`config.mk`:
```
export PLATFORM = sky130hd
export DESIGN_NAME = tsde_ctrl
export DESIGN_NICKNAME = d
export VERILOG_FILES = /design/src/design/tsde_pkg.sv /design/src/design/tsde_ctrl.sv
export VERILOG_INCLUDE_DIRS = /design/src /design/src/design
export SDC_FILE = /design/constraint.sdc
export NUM_CORES = 1
export LEC_CHECK = 0
export BUFFER_PORTS_ARGS = -buffer_cell sky130_fd_sc_hd__buf_4
export CAP_MARGIN = 20
export CORE_MARGIN = 3
export CORE_UTILIZATION = 40
export DETAILED_ROUTE_END_ITERATION = 10
export PLACE_DENSITY = 0.67
export RECOVER_POWER = 25
export SYNTH_ARGS = -nofsm -noshare
export SYNTH_HDL_FRONTEND = slang
export SYNTH_SLANG_ARGS = --single-unit
```
`constraint.sdc`:
```
create_clock -name clk -period 2.3 [get_ports clk]
set_clock_uncertainty 0.15 [all_clocks]
set_input_delay 0.115 -clock clk [delete_from_list [all_inputs] [get_ports clk]]
set_output_delay 0.115 -clock clk [all_outputs]
set_load 0.02 [all_outputs]
```
`src/design/triggered_shaped_decay_envelope_unit_macros.svh`:
```
// Assertion macros for the envelope unit
`ifndef TRIGGERED_SHAPED_DECAY_ENVELOPE_UNIT_MACROS_SVH
`define TRIGGERED_SHAPED_DECAY_ENVELOPE_UNIT_MACROS_SVH
`ifndef SYNTHESIS
`define TSDE_ASSERT(lbl, clk, rst_n, prop, msg) \
    lbl: assert property (@(posedge clk) disable iff (!rst_n) prop) else $error(msg);
`define TSDE_ASSERT_ALWAYS(lbl, clk, prop, msg) \
    lbl: assert property (@(posedge clk) prop) else $error(msg);
`else
`define TSDE_ASSERT(lbl, clk, rst_n, prop, msg)
`define TSDE_ASSERT_ALWAYS(lbl, clk, prop, msg)
`endif
`endif

```
`src/design/tsde_pkg.sv`:
```
// Shared types, widths and constants of the envelope unit
package tsde_pkg;

    localparam int P_SAMPLE_WIDTH   = 16;
    localparam int P_TIME_FRAC_BITS = 24;

    localparam int SP_W    = 15;
    localparam int DT_W    = 26;
    localparam int SHAPE_W = 16;
    localparam int ROOT_W  = 17;
    localparam int AMT_W   = 17;
    localparam int CFG_W   = 26;
    localparam int IDX_W   = 3;

    localparam logic [IDX_W-1:0] REG_SAMPLE_PERIOD = 3'd0;
    localparam logic [IDX_W-1:0] REG_DECAY_TIME    = 3'd1;
    localparam logic [IDX_W-1:0] REG_SHAPE         = 3'd2;
    localparam logic [IDX_W-1:0] REG_SHAPE_ROOT    = 3'd3;
    localparam logic [IDX_W-1:0] REG_CV_AMOUNT     = 3'd4;
    localparam logic [IDX_W-1:0] REG_CV_ENABLE     = 3'd5;

    localparam logic [SP_W-1:0]    RST_SAMPLE_PERIOD = 15'd350;
    localparam logic [DT_W-1:0]    RST_DECAY_TIME    = 26'd16777216;
    localparam logic [SHAPE_W-1:0] RST_SHAPE         = 16'd32768;
    localparam logic [ROOT_W-1:0]  RST_SHAPE_ROOT    = 17'd53222;
    localparam logic [AMT_W-1:0]   RST_CV_AMOUNT     = 17'd32768;

    localparam int QW        = 35;
    localparam int DVW       = 35;
    localparam int QFRAC     = 30;
    localparam int DIV_STEPS = 30;
    localparam int CNT_W     = 5;
    localparam logic [CNT_W-1:0] DIV_LAST = CNT_W'(DIV_STEPS - 1);
    localparam int E_W       = 17;
    localparam int ENV_W     = 16;
    localparam int OUT_TW    = 24;
    localparam logic [E_W-1:0] E_ONE = 17'd65536;

    typedef enum logic [3:0] {
        S_IDLE,
        S_FRONT,
        S_CLASS,
        S_DIVU,
        S_MUL_UU,
        S_MUL_TR,
        S_MUL_K,
        S_MUL_KU,
        S_FIN,
        S_DIVR,
        S_TAKEQ,
        S_OUT
    } state_t;

    typedef enum logic [2:0] {
        MUL_NONE,
        MUL_UU,
        MUL_TR,
        MUL_K,
        MUL_KU
    } mul_op_t;

    typedef struct packed {
        logic    load;
        logic    front;
        logic    classify;
        logic    div_step;
        mul_op_t mul_op;
        logic    fin;
        logic    take_q;
        logic    out_load;
    } cmd_t;

    typedef struct packed {
        logic curve;
        logic div_needed;
        logic out_free;
    } status_t;

endpackage

```
`src/design/tsde_ctrl.sv`:
```
// Sequencer of the envelope unit: steps the datapath through one sample
`include "triggered_shaped_decay_envelope_unit_macros.svh"
module tsde_ctrl
(
    input  logic              clk,
    input  logic              rst_n,
    input  logic              s_tvalid,
    output logic              s_tready,
    input  tsde_pkg::status_t st,
    output tsde_pkg::cmd_t    cmd
);
    import tsde_pkg::*;

    state_t           state_reg, state_next;
    logic [CNT_W-1:0] cnt_reg, cnt_next;

    always_ff @(posedge clk or negedge rst_n)
    begin
        if (!rst_n)
        begin
            state_reg <= S_IDLE;
            cnt_reg   <= '0;
        end
        else
        begin
            state_reg <= state_next;
            cnt_reg   <= cnt_next;
        end
    end

    always_comb
    begin
        state_next = state_reg;
        cnt_next   = cnt_reg;
        cmd        = '0;
        cmd.mul_op = MUL_NONE;
        s_tready   = 1'b0;
        case (state_reg)
            S_IDLE:
            begin
                s_tready = 1'b1;
                if (s_tvalid)
                begin
                    cmd.load   = 1'b1;
                    state_next = S_FRONT;
                end
            end
            S_FRONT:
            begin
                cmd.front  = 1'b1;
                state_next = S_CLASS;
            end
            S_CLASS:
            begin
                cmd.classify = 1'b1;
                cnt_next     = '0;
                state_next   = st.curve ? S_DIVU : S_OUT;
            end
            S_DIVU:
            begin
                cmd.div_step = 1'b1;
                if (cnt_reg == DIV_LAST)
                begin
                    cnt_next   = '0;
                    state_next = S_MUL_UU;
                end
                else
                begin
                    cnt_next = cnt_reg + 1'b1;
                end
            end
            S_MUL_UU:
            begin
                cmd.mul_op = MUL_UU;
                state_next = S_MUL_TR;
            end
            S_MUL_TR:
            begin
                cmd.mul_op = MUL_TR;
                state_next = S_MUL_K;
            end
            S_MUL_K:
            begin
                cmd.mul_op = MUL_K;
                state_next = S_MUL_KU;
            end
            S_MUL_KU:
            begin
                cmd.mul_op = MUL_KU;
                state_next = S_FIN;
            end
            S_FIN:
            begin
                cmd.fin    = 1'b1;
                cnt_next   = '0;
                state_next = st.div_needed ? S_DIVR : S_OUT;
            end
            S_DIVR:
            begin
                cmd.div_step = 1'b1;
                if (cnt_reg == DIV_LAST)
                begin
                    cnt_next   = '0;
                    state_next = S_TAKEQ;
                end
                else
                begin
                    cnt_next = cnt_reg + 1'b1;
                end
            end
            S_TAKEQ:
            begin
                cmd.take_q = 1'b1;
                state_next = S_OUT;
            end
            S_OUT:
            begin
                if (st.out_free)
                begin
                    cmd.out_load = 1'b1;
                    state_next   = S_IDLE;
                end
            end
            default:
            begin
                state_next = S_IDLE;
            end
        endcase
    end

    `TSDE_ASSERT_ALWAYS(a_cnt_range, clk, cnt_reg <= DIV_LAST, "divider step count out of range")
    `TSDE_ASSERT(a_load_free, clk, rst_n, cmd.out_load |-> st.out_free, "output word overwritten")
    `TSDE_ASSERT(a_accept_front, clk, rst_n, (s_tvalid && s_tready) |=> state_reg == S_FRONT,
                 "accepted word not processed")

endmodule

```
# == After elaboration in Yosys (flattened, before gate mapping) ==
# Cells that the tools add are included.
# Widths: inputs -> output; s select.
# word_totals
regBits,9
latchBits,0
ramBits,0
rom_bits,0
input_bits,6
n_memories,0
# op_classes
add_sub_neg,1
mul,0
n_div,0
magnitude_cmp,0
eq_ne,16
shifts,0
muxes,20
bitwise,0
n_reduce_logical,5
# op_table
op,count
$pmux 4 s12,1
$mux 4,5
$eq 4x3->1 const B,4
$eq 4x4->1 const B,4
$pmux 3 s4,1
$mux 1,10
$pmux 5 s2,1
$eq 4x2->1 const B,2
$ne 2x2->1 const B,4
$add 5x1->5 const B,1
$eq 5x5->1 const B,1
$mux 5,1
$eq 4x1->1 const B,1
$logic_not 4->1,1
$reduce_and 4->1,1
$reduce_or 2->1,2
$mux 2,1
$reduce_bool 2->1,1

# == Longest topological paths before layout ==
# depth
depth_word,3
mapped_depth,6

# == Least setup slack after synthesis ==
# No wires, ideal clock.
# synth_timing
path_type,reg-to-output
start,register state_reg[1]
end,output port cmd[9] in the netlist's numbering
arrival_ns,1.731
required_ns,2.035
setup_slack_ns,0.304
stages_incl_launch_ff,4
n_path_buf,1
path_cell_list,dfrtp_1 clkbuf_1 nor4_1 and2_1
# synth_rtl
element,line_no,source
start: declaration,tsde_ctrl.sv:14,"state_t state_reg, state_next;"
start signal: assignment,tsde_ctrl.sv:26,state_reg <= state_next;
end: declaration,tsde_ctrl.sv:10,output tsde_pkg::cmd_t cmd

==> impl_metrics.yaml <==
critical_path:
  cp-start-kind: "register"
  worstReg2RegStart: "state_reg[3]$_DFFE_PN0P_"
  cp.arrival_ns: 1.67
  crit_path_end_kind: "primary output"
  endpoint: "cmd[6]"
  reg2reg_slack_ns: 0.41
  crit_required_ns: 2.04
  r2r-end: "state_reg[3]$_DFFE_PN0P_"
  crit_fanout: 14
  path_class: "reg -> out"
  startpoint: "state_reg[3]$_DFFE_PN0P_"
  reg2reg_depth: 4
drt:
  drt_iter0_drc: 7
  wire_per_inst_um: 12.57
  drt_wl_total_um: 1358
  drc: 0
  dr_total_vias: 595
  vias_per_cell: 5.509
  first_pass_iters: 3
  postRouteAntennaNets: 0
yosys:
  netlist.area_leader.share: 0.3509
  synth.cell_area_um2: 641.9
  syn_inst: 75
  syn-num-nets: 83
  yosysSeqAreaShare: 0.3509
  ys_warn_count: 0
  syn_area_per_cell_um2: 8.558
  ys_ff_latch: 9
  synth_cell_types: 31
  synth.area.top_cells: "dfrtp_1 (35%), nand2b_1 (6.8%), a22o_1 (4.1%)"
  yosysTopAreaCell: "dfrtp_1"
floorplan:
  chipWidth_um: 46.06
  ioPinCount: 17
  rows: 13
  dieHeight_um: 46.06
  die_area_um2: 2122
  start_util: 0.4589
  coreArea_um2: 1399
power_and_ir_drop:
  power.leakage_uw: 0.0003606
  ir_worst_vdd_v: 0.0009580
  powerDensity_nw_per_um2: 1288
global_routing:
  grt_first_pass_wirelength_um: 2304
  grt_max_degree: 19
  grt_pass1_vias: 542
  grt_usage: 0.1494
  grt_antenna_before_repair: 0
  grt_remaining_overflow: 0
status:
  status: "complete, no violations"
final_layout:
  regArea_um2: 225.2
  final_common_cell: "buf_4"
  layout_common_cells: "buf_4 (16), dfrtp_1 (9), nand2b_1 (7)"
  area_delta_synth_final_pct: 25.15
  fill_cells: 132
  final_nets: 102
  num_antenna_cells: 0
  largest_reg_flops: 5
  drive_gt1_frac: 0.2258
  fin_util: 0.5742
  multi_input_area_um2: 385.4
clock_tree:
  clkSinkCount: 9
  cts_tree: "done"
  cts.clk_slew.worst_paths_ns: 0.06
  clockBufferDepth: 2
  cts_root_buf: "clkbuf_4"
  insertion_delay_ns: 0.26
  postCtsSetupRepairBufs: 0
  cts_htree_levels: 1
  numCtsBuffers: 3
timing:
  fin_crit_sh: 0.8409
  tns_ns: 0
  finalSetupViolations: 0
  max_freq_ghz: 0.5171
  slew_headroom: 0.6659
  layout_min_cycle_time_ns: 1.934
  rsz0062_at_grt: "false"
  hold_viol: 0
  tightest_slew_ns: 0.5011
  drv_slew: 0
placement:
  port_buffers: 16
  dpl.hpwl_um: 943.4
  routabilityCongestion: 0.6833
job:
  maxCapViolCount: 0
min_path:
  hp-class: "in -> async"
final cells by class:
class / count / area share
clock buffers: 4 / 0.03271
inverters: 1 / 0.004673
multi-input cells: 60 / 0.4798
flip-flops and latches: 9 / 0.2804
well taps: 15 / 0.02336
repair buffers: 19 / 0.1791
routing by layer:
metal	share of wire	routed length (µm)	up-vias	track usage
met5	0	0	-	0
met3	0.057	77	2	0.05859
met4	0.0052	7	0	0.03409
met2	0.45	610	12	0.2225
met1	0.49	662	269	0.2019
li1	-	-	312	-
worst max-delay path: stages, from the launching register on:
cell	delay, ns
dfrtp_1	0.60
xor2_1	0.21
nor2b_1	0.29
and2_1	0.18
buf_4	0.14
per-stage QoR:
stage	setup slack [ns]	power, µW	cell area (µm²)	instances	hold WS [ns]
global placement	0.4330	905.3	760.7	102	-0.2067
floorplan	0.3036	758.4	641.9	75	-0.3306
detailed placement	0.4254	913.4	760.7	102	-0.2071
global route	0.2677	1132	803.3	108	0.2282
CTS	0.3657	1046	807.0	108	0.05497
finish	0.3660	1035	803.3	108	0.1846
cells by family (layout without fill, tap and decap cells):
family	Yosys count	after routing	synth area share
AND/OR/NAND/NOR	37	37	0.3275
AO/OA/AOI/OAI	18	18	0.1852
flip-flops	9	9	0.3509
buffers and inverters	6	24	0.04872
adder cells (fa/ha/maj)	2	2	0.03898
multiplexers	2	2	0.03509
XOR/XNOR	1	1	0.01365
worst min-delay path by stage:
stage / from / end / cells past startpoint
2_1_floorplan: rst_n / cnt_reg[0]$_DFFE_PN0P_ / 0
3_3_place_gp: rst_n / cnt_reg[3]$_DFFE_PN0P_ / 1
3_5_place_dp: rst_n / cnt_reg[4]$_DFFE_PN0P_ / 1
4_1_cts: rst_n / cnt_reg[1]$_DFFE_PN0P_ / 2
5_1_grt: rst_n / cnt_reg[4]$_DFFE_PN0P_ / 2
6_report: rst_n / cnt_reg[4]$_DFFE_PN0P_ / 2
synthesized netlist by cell type:
| cell type | number |
|---|---|
| a21o_1 | 1 |
| mux2_1 | 2 |
| nor3_1 | 5 |
| o21ai_0 | 5 |
| a21oi_2 | 1 |
| o31ai_1 | 1 |
| nand4_1 | 1 |
| buf_2 | 1 |
| nor2_1 | 6 |
| nand4b_1 | 2 |
| xor2_1 | 1 |
| inv_1 | 1 |
| dfrtp_1 | 9 |
| o211ai_1 | 1 |
| clkbuf_1 | 3 |
| a21oi_1 | 3 |
| o22ai_1 | 1 |
| nand2_1 | 4 |
| nor2b_1 | 2 |
| and3b_1 | 1 |
| and2_1 | 3 |
| or4_4 | 1 |
| nand3b_1 | 1 |
| a22o_1 | 3 |
| nor4_1 | 1 |
| ha_1 | 2 |
| a221oi_1 | 1 |
| buf_6 | 1 |
| a31oi_1 | 1 |
| nand2b_1 | 7 |
| nand3_1 | 3 |
where the power goes:
| group | internal [µW] | switching [µW] | leakage [µW] |
|---|---|---|---|
| Clock | 66.8 | 54.6 | 0.0000150 |
| Combinational | 268 | 324 | 0.000231 |
| Sequential | 221 | 101 | 0.000114 |
timing repair:
item                                   4_1_cts  5_1_grt
endpoints found under the hold margin       10        0
hold buffers                                 2        0
resized for setup                            0        0
Power figures use the tool's default switching activity.
